**src/rtl/spectrum_magnitude_smoother_defines.svh**
```systemverilog
// Assertion macros shared by the spectrum magnitude smoother RTL.
// Needs a clock and a reset signal in the scope where a macro is used.
`ifndef SPECTRUM_MAGNITUDE_SMOOTHER_DEFINES_SVH
`define SPECTRUM_MAGNITUDE_SMOOTHER_DEFINES_SVH

// expr must hold at every clock edge outside reset
`define SMS_ASSERT_HOLDS(lbl, expr, msg) \
   lbl: assert property (@(posedge clock) disable iff (reset) (expr)) else $error(msg);

// cons must hold in the cycle after ante
`define SMS_ASSERT_NEXT(lbl, ante, cons, msg) \
   lbl: assert property (@(posedge clock) disable iff (reset) (ante) |=> (cons)) else $error(msg);

`endif

```
**src/rtl/sms_div.sv**
```systemverilog
// Restoring divider, one quotient bit per cycle.
// Standalone; no package needed.
module sms_div #(
   parameter int W = 34
) (
   input  logic         clock,
   input  logic         reset,
   input  logic         start,
   input  logic [W-1:0] dividend,
   input  logic [W-1:0] divisor,
   output logic         done,
   output logic [W-1:0] quotient
);
   localparam int CW = $clog2(W + 1);

   logic          busy_ff;
   logic          done_ff;
   logic [CW-1:0] cnt_ff;
   logic [W-1:0]  rem_ff;
   logic [W-1:0]  quo_ff;
   logic [W-1:0]  dvs_ff;
   logic [W:0]    trial;
   logic [W:0]    diff;

   always_comb begin
      trial = {rem_ff, quo_ff[W-1]};
      diff  = trial - {1'b0, dvs_ff};
   end

   always_ff @(posedge clock) begin
      if (reset) begin
         busy_ff <= 1'b0;
         done_ff <= 1'b0;
         cnt_ff  <= '0;
      end else begin
         done_ff <= 1'b0;
         if (start) begin
            busy_ff <= 1'b1;
            cnt_ff  <= '0;
            rem_ff  <= '0;
            quo_ff  <= dividend;
            dvs_ff  <= divisor;
         end else if (busy_ff) begin
            if (trial >= {1'b0, dvs_ff}) begin
               rem_ff <= diff[W-1:0];
               quo_ff <= {quo_ff[W-2:0], 1'b1};
            end else begin
               rem_ff <= trial[W-1:0];
               quo_ff <= {quo_ff[W-2:0], 1'b0};
            end
            if (cnt_ff == CW'(W - 1)) begin
               busy_ff <= 1'b0;
               done_ff <= 1'b1;
            end
            cnt_ff <= cnt_ff + CW'(1);
         end
      end
   end

   assign done     = done_ff;
   assign quotient = quo_ff;
endmodule

```
**config.mk**
```make
export PLATFORM = sky130hd
export DESIGN_NAME = sms_div
export DESIGN_NICKNAME = d
export VERILOG_FILES = /design/src/rtl/spectrum_magnitude_smoother_defines.svh /design/src/rtl/sms_div.sv
export SDC_FILE = /design/constraint.sdc
export NUM_CORES = 1
export LEC_CHECK = 0
export BUFFER_PORTS_ARGS = -buffer_cell sky130_fd_sc_hd__clkbuf_2
export CAP_MARGIN = 20
export CORE_MARGIN = 5
export CORE_UTILIZATION = 47
export CTS_BUF_LIST = sky130_fd_sc_hd__clkbuf_8
export DETAILED_ROUTE_END_ITERATION = 12
export MAX_ROUTING_LAYER = met4
export PLACE_DENSITY = 0.8
export REMOVE_ABC_BUFFERS = 1
export SYNTH_ARGS = -nofsm -noshare
export SYNTH_HDL_FRONTEND = slang
export SYNTH_SLANG_ARGS = --single-unit
```
**constraint.sdc**
```tcl
create_clock -name clock -period 10.74 [get_ports clock]
set_clock_uncertainty 0.1 [all_clocks]
set_input_delay 0 -clock clock [delete_from_list [all_inputs] [get_ports clock]]
set_output_delay 0 -clock clock [all_outputs]
set_load 0.005 [all_outputs]
```
Word level (Yosys, flattened, before mapping)
Cells that the tools add are included.
{"block": "word_totals", "register_bits": 110, "latch_bits": 0, "ram_bits": 0, "romBits": 0, "in_bits": 71, "out_inout_bits": 35, "word_cells": 26, "mem_count": 0}
{"block": "op_classes", "n_addsub": 2, "multipliers": 0, "div_mod_pow": 0, "order_cmp": 1, "n_eq_ne": 1, "shift": 0, "mux": 9, "bitwise_logic": 2, "n_reduce_logical": 5}
{"operator": "two-way mux 34 bit", "n": 4}
{"operator": ">= comparator 35 x 34 -> 1 bit", "n": 1}
{"operator": "subtractor 34 bit", "n": 1}
{"operator": "adder 6 x 1 -> 6 bit (second input constant)", "n": 1}
{"operator": "== test 6 bit (second input constant)", "n": 1}
{"operator": "two-way mux 1 bit", "n": 5}
{"operator": "AND reduction 2 bit", "n": 2}
{"operator": "OR reduction 3 bit", "n": 1}
{"operator": "inverter 1 bit", "n": 2}
{"operator": "nonzero test 2 bit", "n": 1}
{"operator": "OR reduction 2 bit", "n": 1}

Depth between registers and ports, before layout
{"block": "logic_depth", "word_depth": 4, "depth_mapped": 14, "ltp_nobuf": 13}

Least setup slack after synthesis
No wires, ideal clock.
{"block": "synth_timing", "kind": "register to register", "startpoint": "reg busy_ff", "endpoint": "reg quo_ff[0], in the netlist quotient[0], enable pin", "setup_time_ns": 0.494, "t_arrival_ns": 3.463, "required_time_ns": 10.146, "slack_ns": 6.683, "path_stages_with_launch": 4, "n_path_buf": 1, "synth_period_minus_slack_ns": 4.057, "path_cell_list": "dfxtp_1 -> clkbuf_1 -> nor2_1 -> nor2_1"}
{"block": "synth_between", "elab_chain_len": 2}
{"item": "start, declared", "line_no": "sms_div.sv:16", "rtl": "logic busy_ff;"}
{"item": "start signal, assigned", "line_no": "sms_div.sv:32", "rtl": "busy_ff <= 1'b0;"}
{"item": "start signal, assigned", "line_no": "sms_div.sv:38", "rtl": "busy_ff <= 1'b1;"}
{"item": "start signal, assigned", "line_no": "sms_div.sv:52", "rtl": "busy_ff <= 1'b0;"}
{"item": "nonzero test 2 bit (no source line)"}
{"item": "AND reduction 2 bit (no source line)"}
{"item": "end signal, assigned", "line_no": "sms_div.sv:41", "rtl": "quo_ff <= dividend;"}
{"item": "end signal, assigned", "line_no": "sms_div.sv:46", "rtl": "quo_ff <= {quo_ff[W-2:0], 1'b1};"}
{"item": "end signal, assigned", "line_no": "sms_div.sv:49", "rtl": "quo_ff <= {quo_ff[W-2:0], 1'b0};"}
{"item": "end, declared", "line_no": "sms_div.sv:20", "rtl": "logic [W-1:0] quo_ff;"}
Every way passes these cells.
A chain may end at the register's enable or synchronous reset.

Final worst setup path
{"block": "layout_timing", "startpoint": "reg rem_ff[0]", "endpoint": "reg rem_ff[33], data pin"}
{"block": "layout_between", "elab_chain_len": 3, "elab_cells_between_ends": 4, "classes_between": "add/sub: 1; order compare: 1; mux: 2"}
{"item": "start, declared", "line_no": "sms_div.sv:19", "rtl": "logic [W-1:0] rem_ff;"}
{"item": "start signal, assigned", "line_no": "sms_div.sv:45", "rtl": "rem_ff <= diff[W-1:0];"}
{"item": "start signal, assigned", "line_no": "sms_div.sv:48", "rtl": "rem_ff <= trial[W-1:0];"}
{"item": "subtractor 34 bit / >= comparator 35 x 34 -> 1 bit (equally long branches)", "line_no": "sms_div.sv:27, sms_div.sv:44"}
{"item": "two-way mux 34 bit *", "line_no": "sms_div.sv:44", "rtl": "if (trial >= {1'b0, dvs_ff}) begin"}
{"item": "two-way mux 34 bit *", "line_no": "sms_div.sv:43", "rtl": "end else if (busy_ff) begin"}
Every way passes the cells marked *; elsewhere a longest branch is shown, timed or not. The select of a mux whose other input is x is not followed.

==> metrics.txt <==
WHS 0.152 ns; Worst Path Max Fanout 33; PortBufs 105; Die Ht 127 µm; DRC Markers 0; Mapped Cells 570; Placed Cells 831; ys flop type edfxtp_1; Core Footprint 13300 µm²; router iterations before antenna repair 5; # IOs 106; Slew HR 38.3%; largest net degree at the start of global routing 42; vias in the first global route 5186; fin. max-slew vios 0; post-synthesis cell area 6430 µm²; CTS tree yes; worst slew pin tran 0.923 ns; Via density 5.35; initial antenna violation count 0; setup bufs post-CTS 0; Initial Util 48.2%; CTS resizes 0; syn avg cell area 11.3 µm²; Worst Path Arrival 3.67 ns; Worst Setup End Kind register; DRT iter0 DRCs 318; CTS Sinks 110; WP buf/inv 1; Max-Cap Viols 0; register clock-pin slew on the reported worst setup and hold paths 0.11 ns; Num CTS Buffers 9; CTS max path bufs 2; sequential share of the synthesized area 50.1%; total track usage 19.2%; most frequent cells in the layout clkbuf_2 (105), edfxtp_1 (102), dlygate4sd3_1 (69); CP max stage delay 0.50 ns; area delta synth->final 24.1%; Die W 127 µm; share of cells above drive strength 1 25.0%; Clock Tree Root clkbuf_8; CP top delay family compound AO/OA/AOI/OAI gates; Synth Register Bits 110; Startpoint Class register; # diodes 0; Post-Route WL 14.6 mm; maximum vdd drop 0.109 mV; Post-synth EDFFs 102; Yosys warning count 0; Die Area 16100 µm²; PD cells 140 nW/µm²; Post-CTS Hold Buffers 69; # setup viols final 0; Critical Path RT 10.81 ns; fillers 1106; WL/cell 16.0 µm; Max Freq 278 MHz; Hold Fails Final Rpt 0; kind of critical path register to register; final period utilization 33.5%; Hold/Removal Path Class input pin to register; slowest CP cell buf_4; H-tree lvl count 3; Cell Rows 42; first-pass GRT wire length 24.5 mm; Worst-Skew Late Latency 0.40 ns; RePlAce Congestion 0.941; Cell Count, Final, Fillers Out 916; DP HPWL 9.92 mm; Cell variety after synth 59; Final min period 3.60 ns; RSZ-0062 raised after global routing no; Finished Core Util 59.8%; setup_tns 0 ns; fin nets 843; CP cell instances ha_1 > nor2b_1 > o2111ai_1 > a211oi_1 > nand3b_4 > a21o_1 > a21oi_2 > o21bai_4 > buf_4 > nor2_1 > a22o_1; commonest non-fill, non-tap cell in the layout clkbuf_2; asr flop ratio synth 0%; Leak 3.35 nW; vias post-DR 4905; post-route ant nets 0; status finished clean; total gr overflow 0
[tightest hold or removal path, stage by stage]
cell	delay, ns
clkbuf_2	0.08
buf_4	0.29
nor2_1	0.15
[metrics by stage]
step | instance area [µm²] | total power, mW | worst slack [ns]
2_1_floorplan | 6300 | 0.774 | 5.72
3_3_place_gp | 7100 | 0.841 | 7.34
3_5_place_dp | 7100 | 0.852 | 7.21
4_1_cts | 7980 | 1.12 | 7.17
5_1_grt | 7980 | 1.18 | 6.85
6_report | 7980 | 1.12 | 7.14
[path summary, 6_finish.rpt]
check / cells after the start / slack (ns) / endpoint / from
setup / recovery: 11 / 7.14 / rem_ff[33]$_SDFFCE_PP0P_ / rem_ff[0]$_SDFFCE_PP0P_
hold / removal: 3 / 0.15 / rem_ff[11]$_SDFFCE_PP0P_ / start
hold reg to reg: 2 / 0.42 / cnt_ff[5]$_SDFFE_PP0P_ / cnt_ff[5]$_SDFFE_PP0P_
setup reg to reg: 11 / 7.14 / rem_ff[33]$_SDFFCE_PP0P_ / rem_ff[0]$_SDFFCE_PP0P_
[state kept, by name, indices dropped and copies added, names as in the netlist]
register,count
rem_ff,34
quotient,34
dvs_ff,34
done,1
busy_ff,1
cnt_ff,6
[cells by family after synthesis]
logic type / Yosys count / share of synthesized area (%)
simple gates: 137 / 9.86
compound gates: 120 / 13.9
flops: 110 / 50.1
buf+inv: 79 / 5.29
mux: 55 / 9.22
fa+ha+maj: 37 / 7.31
xor+xnor: 32 / 4.36
[power by group]
| part | total [mW] | internal, mW | leakage (nW) | switching (mW) |
|---|---|---|---|---|
| sequential | 0.531 | 0.513 | 1.04 | 0.0180 |
| combinational | 0.337 | 0.154 | 2.21 | 0.183 |
| clock | 0.249 | 0.0950 | 0.0983 | 0.154 |
[cell usage after synthesis (3+ instances only)]
master | number | area share [%]
a21oi_1 | 30 | 2.3
mux2_2 | 34 | 5.9
a211oi_2 | 12 | 2.3
ha_1 | 36 | 7.0
inv_1 | 54 | 3.1
edfxtp_1 | 102 | 48
nor2_1 | 61 | 3.6
a31oi_1 | 6 | 0.58
buf_6 | 5 | 0.87
nor3_1 | 5 | 0.39
o21bai_1 | 5 | 0.58
o21a_1 | 3 | 0.35
nand3_1 | 9 | 0.70
nor3b_1 | 3 | 0.35
or3_1 | 3 | 0.29
xor2_1 | 11 | 1.5
nand4_1 | 9 | 0.87
dfxtp_1 | 8 | 2.5
a21oi_2 | 3 | 0.41
nor2b_1 | 3 | 0.29
o21ai_0 | 20 | 1.6
xnor2_1 | 21 | 2.9
a21o_1 | 10 | 1.2
a211oi_1 | 7 | 0.82
nand2_1 | 31 | 1.8
mux2i_1 | 21 | 3.3
clkbuf_1 | 17 | 0.99
[routing by layer]
layer  global-route usage [%]  vias to the layer above  wire, µm
met3                     4.72                       28       756
li1                         -                     2399         -
met1                     23.5                     2339      6520
met4                     6.44                        0       335
met5                        -                        -         0
met2                     31.5                      139      7010
[cell type report]
type	instances	area, µm²	share of cell area, %
repair buffers	179	1250	15.7
inverters	54	203	2.54
flip-flops and latches	110	3220	40.4
clock inverters	6	52.6	0.658
well taps	176	220	2.76
clock buffers	10	138	1.72
multi-input cells	381	2890	36.2
Note: power is estimated with default switching activity, not from simulation.
