[config.mk]
export PLATFORM = sky130hd
export DESIGN_NAME = sms_isqrt
export DESIGN_NICKNAME = d
export VERILOG_FILES = /design/src/rtl/spectrum_magnitude_smoother_defines.svh /design/src/rtl/sms_isqrt.sv
export SDC_FILE = /design/constraint.sdc
export NUM_CORES = 1
export LEC_CHECK = 0
export ABC_AREA = 1
export BUFFER_PORTS_ARGS = -buffer_cell sky130_fd_sc_hd__buf_2
export CAP_MARGIN = 20
export CELL_PAD_IN_SITES_DETAIL_PLACEMENT = 0
export CELL_PAD_IN_SITES_GLOBAL_PLACEMENT = 1
export CORE_ASPECT_RATIO = 1.5
export CORE_MARGIN = 2
export CORE_UTILIZATION = 45
export DETAILED_ROUTE_END_ITERATION = 16
export PLACE_DENSITY_LB_ADDON = 0.15
export REMOVE_ABC_BUFFERS = 1
export SETUP_SLACK_MARGIN = 0.02
export SLEW_MARGIN = 20
export SYNTH_ARGS = -nofsm -noshare
export SYNTH_HDL_FRONTEND = slang
export SYNTH_SLANG_ARGS = --single-unit
[constraint.sdc]
create_clock -name clock -period 5.6 [get_ports clock]
set_clock_uncertainty 0.05 [all_clocks]
set_input_delay 0 -clock clock [delete_from_list [all_inputs] [get_ports clock]]
set_output_delay 0 -clock clock [all_outputs]
set_load 0.01 [all_outputs]
[src/rtl/spectrum_magnitude_smoother_defines.svh]
// Assertion macros shared by the spectrum magnitude smoother RTL.
// Needs a clock and a reset signal in the scope where a macro is used.
`ifndef SPECTRUM_MAGNITUDE_SMOOTHER_DEFINES_SVH
`define SPECTRUM_MAGNITUDE_SMOOTHER_DEFINES_SVH

// expr must hold at every clock edge outside reset
`define SMS_ASSERT_HOLDS(lbl, expr, msg) \
   lbl: assert property (@(posedge clock) disable iff (reset) (expr)) else $error(msg);

// cons must hold in the cycle after ante
`define SMS_ASSERT_NEXT(lbl, ante, cons, msg) \
   lbl: assert property (@(posedge clock) disable iff (reset) (ante) |=> (cons)) else $error(msg);

`endif

[src/rtl/sms_isqrt.sv]
// Integer square root, one result bit per cycle (floor of sqrt).
// Standalone; no package needed.
module sms_isqrt #(
   parameter int W = 16
) (
   input  logic           clock,
   input  logic           reset,
   input  logic           start,
   input  logic [2*W-1:0] radicand,
   output logic           done,
   output logic [W-1:0]   root
);
   localparam int CW = $clog2(W + 1);

   logic           busy_ff;
   logic           done_ff;
   logic [CW-1:0]  cnt_ff;
   logic [2*W-1:0] x_ff;
   logic [2*W-1:0] r_ff;
   logic [2*W-1:0] bit_ff;
   logic [2*W-1:0] trial;

   assign trial = r_ff + bit_ff;

   always_ff @(posedge clock) begin
      if (reset) begin
         busy_ff <= 1'b0;
         done_ff <= 1'b0;
         cnt_ff  <= '0;
      end else begin
         done_ff <= 1'b0;
         if (start) begin
            busy_ff <= 1'b1;
            cnt_ff  <= '0;
            x_ff    <= radicand;
            r_ff    <= '0;
            bit_ff  <= {2'b01, {(2*W-2){1'b0}}};
         end else if (busy_ff) begin
            if (x_ff >= trial) begin
               x_ff <= x_ff - trial;
               r_ff <= (r_ff >> 1) + bit_ff;
            end else begin
               r_ff <= r_ff >> 1;
            end
            bit_ff <= bit_ff >> 2;
            if (cnt_ff == CW'(W - 1)) begin
               busy_ff <= 1'b0;
               done_ff <= 1'b1;
            end
            cnt_ff <= cnt_ff + CW'(1);
         end
      end
   end

   assign done = done_ff;
   assign root = r_ff[W-1:0];
endmodule

== Word level (Yosys, flattened, before mapping) ==
Cells that the tools add are included.

* Mux-type cells: 10
* Add/subtract/negate cells: 4
* Reductions and logical operators: 6
* Equality and inequality tests: 1
* Bitwise gates (word level): 2
* Magnitude comparators: 1

{| class="wikitable"
|+ Operator list
! kind !! number
|-
| 2-to-1 mux 32 bit || 5
|-
| adder 31 x 31 -> 32 bit || 1
|-
| adder 32 x 31 -> 32 bit || 1
|-
| >= comparator 32 bit || 1
|-
| subtractor 32 bit || 1
|-
| 2-to-1 mux 31 bit || 1
|-
| adder 5 x 1 -> 5 bit (second input constant) || 1
|-
| equality test 5 x 4 -> 1 bit (second input constant) || 1
|-
| 2-to-1 mux 1 bit || 4
|-
| nonzero test 2 bit || 2
|-
| AND reduction 3 bit || 1
|-
| OR reduction 3 bit || 1
|-
| inverter 1 bit || 2
|-
| AND reduction 2 bit || 1
|-
| OR reduction 2 bit || 1
|}

* Input port bits: 35
* Register bits: 87
* Word-level logic and storage cells: 30
* Output and inout bits: 17

== Longest topological paths before layout ==
* Depth in word-level cells: 5
* Gate-level depth with buffers: 23

== Least setup slack after synthesis ==
OpenSTA, ideal clock, no wires.

* Kind: register to register
* From: register busy_ff
* To: register x_ff[0] (enable)
* Buffers on the path: 0
* Data arrival time: 3.780 ns
* Stages on the path, launching flop included: 5
* Slack: 1.383 ns
* Library setup time: 0.387 ns
* Data required time: 5.163 ns
* Clock period less this slack: 4.217 ns
* Cell sequence: dfxtp_1 > inv_1 > a21oi_1 > nand2_1 > inv_1

* Cells in the longest elaborated chain, start to end: 2

{| class="wikitable"
|+ Ends and longest elaborated chain
! item !! line !! source
|-
| from (decl) || sms_isqrt.sv:15 || <nowiki>logic busy_ff;</nowiki>
|-
| from (signal assigned) || sms_isqrt.sv:27 || <nowiki>busy_ff <= 1'b0;</nowiki>
|-
| from (signal assigned) || sms_isqrt.sv:33 || <nowiki>busy_ff <= 1'b1;</nowiki>
|-
| from (signal assigned) || sms_isqrt.sv:47 || <nowiki>busy_ff <= 1'b0;</nowiki>
|-
| nonzero test 2 bit (no line) || n/a ||
|-
| AND reduction 3 bit (no line) || n/a ||
|-
| to (signal assigned) || sms_isqrt.sv:35 || <nowiki>x_ff <= radicand;</nowiki>
|-
| to (signal assigned) || sms_isqrt.sv:40 || <nowiki>x_ff <= x_ff - trial;</nowiki>
|-
| to (decl) || sms_isqrt.sv:18 || <nowiki>logic [2*W-1:0] x_ff;</nowiki>
|}

Every way passes these cells.
A chain may end at the register's enable or synchronous reset.

== Final worst setup path ==
* From: register r_ff[10]
* To: register x_ff[31] (enable)

* Cells in the longest elaborated chain, start to end: 4

{| class="wikitable"
|+ Ends and longest elaborated chain
! item !! line !! source
|-
| from (decl) || sms_isqrt.sv:19 || <nowiki>logic [2*W-1:0] r_ff;</nowiki>
|-
| from (signal assigned) || sms_isqrt.sv:41 || <nowiki>r_ff <= (r_ff >> 1) + bit_ff;</nowiki>
|-
| from (signal assigned) || sms_isqrt.sv:43 || <nowiki>r_ff <= r_ff >> 1;</nowiki>
|-
| adder 32 x 31 -> 32 bit || sms_isqrt.sv:23 || <nowiki>assign trial = r_ff + bit_ff;</nowiki>
|-
| >= comparator 32 bit || sms_isqrt.sv:39 || <nowiki>if (x_ff >= trial) begin</nowiki>
|-
| nonzero test 2 bit (no line) || n/a ||
|-
| AND reduction 3 bit (no line) || n/a ||
|}

Every way passes these cells.

==> impl_metrics.tcl <==
set metrics [dict create \
    ff2ff_setup_slack_ps 930 \
    clk_path_buf_depth 2 \
    cts.reportedPaths.clkPinSlew_ps 80 \
    worstHoldStart "start" \
    slew_viol_final 0 \
    fin_ws_ps 934.5 \
    grt_max_degree 74 \
    holdPathStages 3 \
    synth.most_common_cell "nand2_1" \
    cts_htree_levels 3 \
    grt_pass1_vias 9291 \
    finalHoldViolCount 0 \
    synth_cell_type_count 43 \
    cts_made_buffers 9 \
    cp_top_family "simple AND/OR/NAND/NOR gates" \
    peakVddDrop_mv 0.1434 \
    antenna_cells 0 \
    ctsResizeCount 0 \
    layout-drive-gt1-share_pct 7.189 \
    synth_seq_area_share_pct 26.92 \
    detail-route-antenna-nets 0 \
    io_pins 52 \
    crit_path_start_kind "flip-flop" \
    post-place-ws_ps 961.8 \
    fin_crit_ps 4666 \
    die_h_um 181.4 \
    std_cell_rows 64 \
    crit_start "r_ff[10]$_SDFFCE_PP0P_" \
    nNetsFinal 1657 \
    cp.required_ps 5560 \
    clkLatencyLatePin_ps 370 \
    grt-ovfl-total 0 \
    antenna_found_initial 0 \
    finalSetupViolCount 0 \
    yosysWarnings 0 \
    critPathBufInv 2 \
    numPortBuffers 51 \
    core-area_um2 20500 \
    grt_util_all_layers_pct 26.49 \
    drtPass1Iterations 5 \
    finalWirelength_um 28380 \
    setup-tns-final_ps 0 \
    drcViolationCount 0 \
    synthTopCellsByArea "edfxtp_1 (25%), nand2_1 (21%), inv_1 (10%)" \
    critPathSlowestCell "edfxtp_1" \
    ys_seq_elements 87 \
    worst-path-max-fanout 32 \
    worstMarginPinSlew_ps 866.9 \
    hold_buffers 33 \
    synth_top_cell_by_area "edfxtp_1" \
    rsz0062_at_grt "no" \
    dieArea_um2 22180 \
    cts-root-buf "clkbuf_16" \
    powerDensity_nw_per_um2 294.4 \
    cp-end-kind "flip-flop" \
    vias 9295 \
    avgRoutedWirePerCell_um 15.57 \
    yosys-top-cells-count "nand2_1 (527), inv_1 (260), nand3_1 (130), nor2_1 (117), edfxtp_1 (80)" \
    syn_avg_cell_area_um2 6.320 \
    async_flop_share_pct 0 \
    ff2ff_path_depth 18 \
    power.total_mw 3.070 \
    period_share_pct 83.31 \
    clock_sinks 87 \
    syn-cell-area_um2 9443 \
    crit_arrival_ps 4620 \
    initial_utilization_pct 46.06 \
    finalWeightedCongestion 0.9553 \
    ys.flop_type "edfxtp_1" \
    p_leak_nw 5.451 \
    synth_top_area_share_pct 25.44 \
    relSlewSlack_pct 42.21 \
    crit_type "reg -> reg" \
    vias_per_cell 5.102 \
    syn_inst 1494 \
    post-route-util_pct 50.87 \
    fmax_mhz 214.3 \
    tritoncts "done" \
    fp.dieW_um 122.3 \
    crit_chain "ha_1 > nand2_1 > o21ai_0 > nand2_1 > o21ai_0 > a21oi_1 > nand2_1 > xnor2_1 > ha_1 > nand2_1 > nor2_1 > nand2_1 > nor2_2 > nand2_4 > nand3_4 > nand2_1 > inv_1 > buf_4" \
    grt_first_pass_wirelength_um 45550 \
    hold_path_end "bit_ff[12]$_SDFFCE_PP0P_" \
    slowest_delay_ps 540 \
    timing.rr.end "x_ff[31]$_DFFE_PP_" \
    drt-initial-drc-count 505 \
    post_cts_buffers 0 \
    synth_edf_count 80 \
    holdCritPathClass "in -> reg" \
    timing.rr.start "r_ff[10]$_SDFFCE_PP0P_" \
    area_delta_synth_final_pct 10.44 \
    outcome "finished clean" \
    dpl.hpwl_um 22780 \
    maxCapViolations 0 \
    crit_top_cell "nand2_1" \
]
[tightest hold or removal path, delay by kind of cell]
kind                   cells  cell delay, ps
AND/OR/NAND/NOR            1             160
buffers and inverters      2             400
[worst max-delay path by stage]
stage                               to  slack [ps]  cells after the start
global placement    x_ff[31]$_DFFE_PP_         940                     18
floorplan            x_ff[0]$_DFFE_PP_         960                      4
finish              x_ff[31]$_DFFE_PP_         930                     18
CTS                 x_ff[31]$_DFFE_PP_         940                     18
global route        x_ff[22]$_DFFE_PP_         480                     20
detailed placement  x_ff[31]$_DFFE_PP_         960                     18
[final cells by class]
type,instances,area (um^2)
fillers,2240,10070
inverters,263,987.2
clock buffers,11,242.7
well taps,264,330.3
repair buffers,89,623.1
multi-input cells,1103,5667
clock inverters,5,36.28
flip-flops and latches,87,2542
[power by group]
group / switching (mW) / internal, mW / total, mW
clock: 0.292 / 0.318 / 0.610
sequential: 0.0886 / 0.826 / 0.915
combinational: 1.00 / 0.541 / 1.55
[per-stage QoR]
stage               instance area (um^2)  hold WS [ps]  cells
CTS                                10430         281.5   1822
floorplan                           9185         48.87   1453
detailed placement                  9819         226.7   1773
finish                             10430         278.0   1822
global placement                    9819         224.7   1773
global route                       10430         322.7   1822
[metal layers]
layer	up-vias	global-route usage, %	share of wire, %
met5	-	0	0
met4	0	14.76	5.6
met3	82	3.015	2.2
met2	180	48.04	51
met1	4162	29.38	41
li1	4871	-	-
[flip-flops by register name (all words and copies together), names as in the netlist]
signal / cells
bit_ff: 16
cnt_ff: 5
x_ff: 32
r_ff: 32
busy_ff: 1
done: 1
[layout by cell type (no fill, tap or decap), types with 3 or more instances in the layout]
master | netlist | layout
o21ai_2 | 12 | 12
xnor2_1 | 20 | 20
nor3_1 | 15 | 15
buf_4 | 17 | 5
nand4_1 | 28 | 28
o21ai_1 | 5 | 5
ha_1 | 68 | 68
clkbuf_16 | 0 | 9
nand2_1 | 527 | 527
nor4_1 | 4 | 4
nand2_2 | 4 | 4
dlygate4sd3_1 | 0 | 33
a21oi_1 | 42 | 41
xor2_1 | 25 | 25
a21oi_2 | 3 | 3
inv_4 | 0 | 3
edfxtp_1 | 80 | 80
nand3b_1 | 14 | 14
o21ai_0 | 47 | 47
or2_2 | 9 | 9
inv_2 | 3 | 4
inv_1 | 260 | 259
nor2_1 | 117 | 117
and2_1 | 5 | 5
buf_2 | 8 | 51
nand3_1 | 130 | 130
dfxtp_1 | 7 | 7
o21bai_1 | 8 | 8
[logic make-up (layout without fill, tap and decap cells)]
| kind of cell | Yosys count | in the layout | share of synthesized area [%] |
|---|---|---|---|
| adder cells (fa/ha/maj) | 69 | 69 | 9.222 |
| AND/OR/NAND/NOR | 861 | 861 | 38.56 |
| flip-flops | 87 | 87 | 26.92 |
| XOR/XNOR | 45 | 45 | 4.174 |
| AO/OA/AOI/OAI | 128 | 128 | 7.937 |
| buffers and inverters | 304 | 368 | 13.18 |
(Power assumes the default switching activity.)
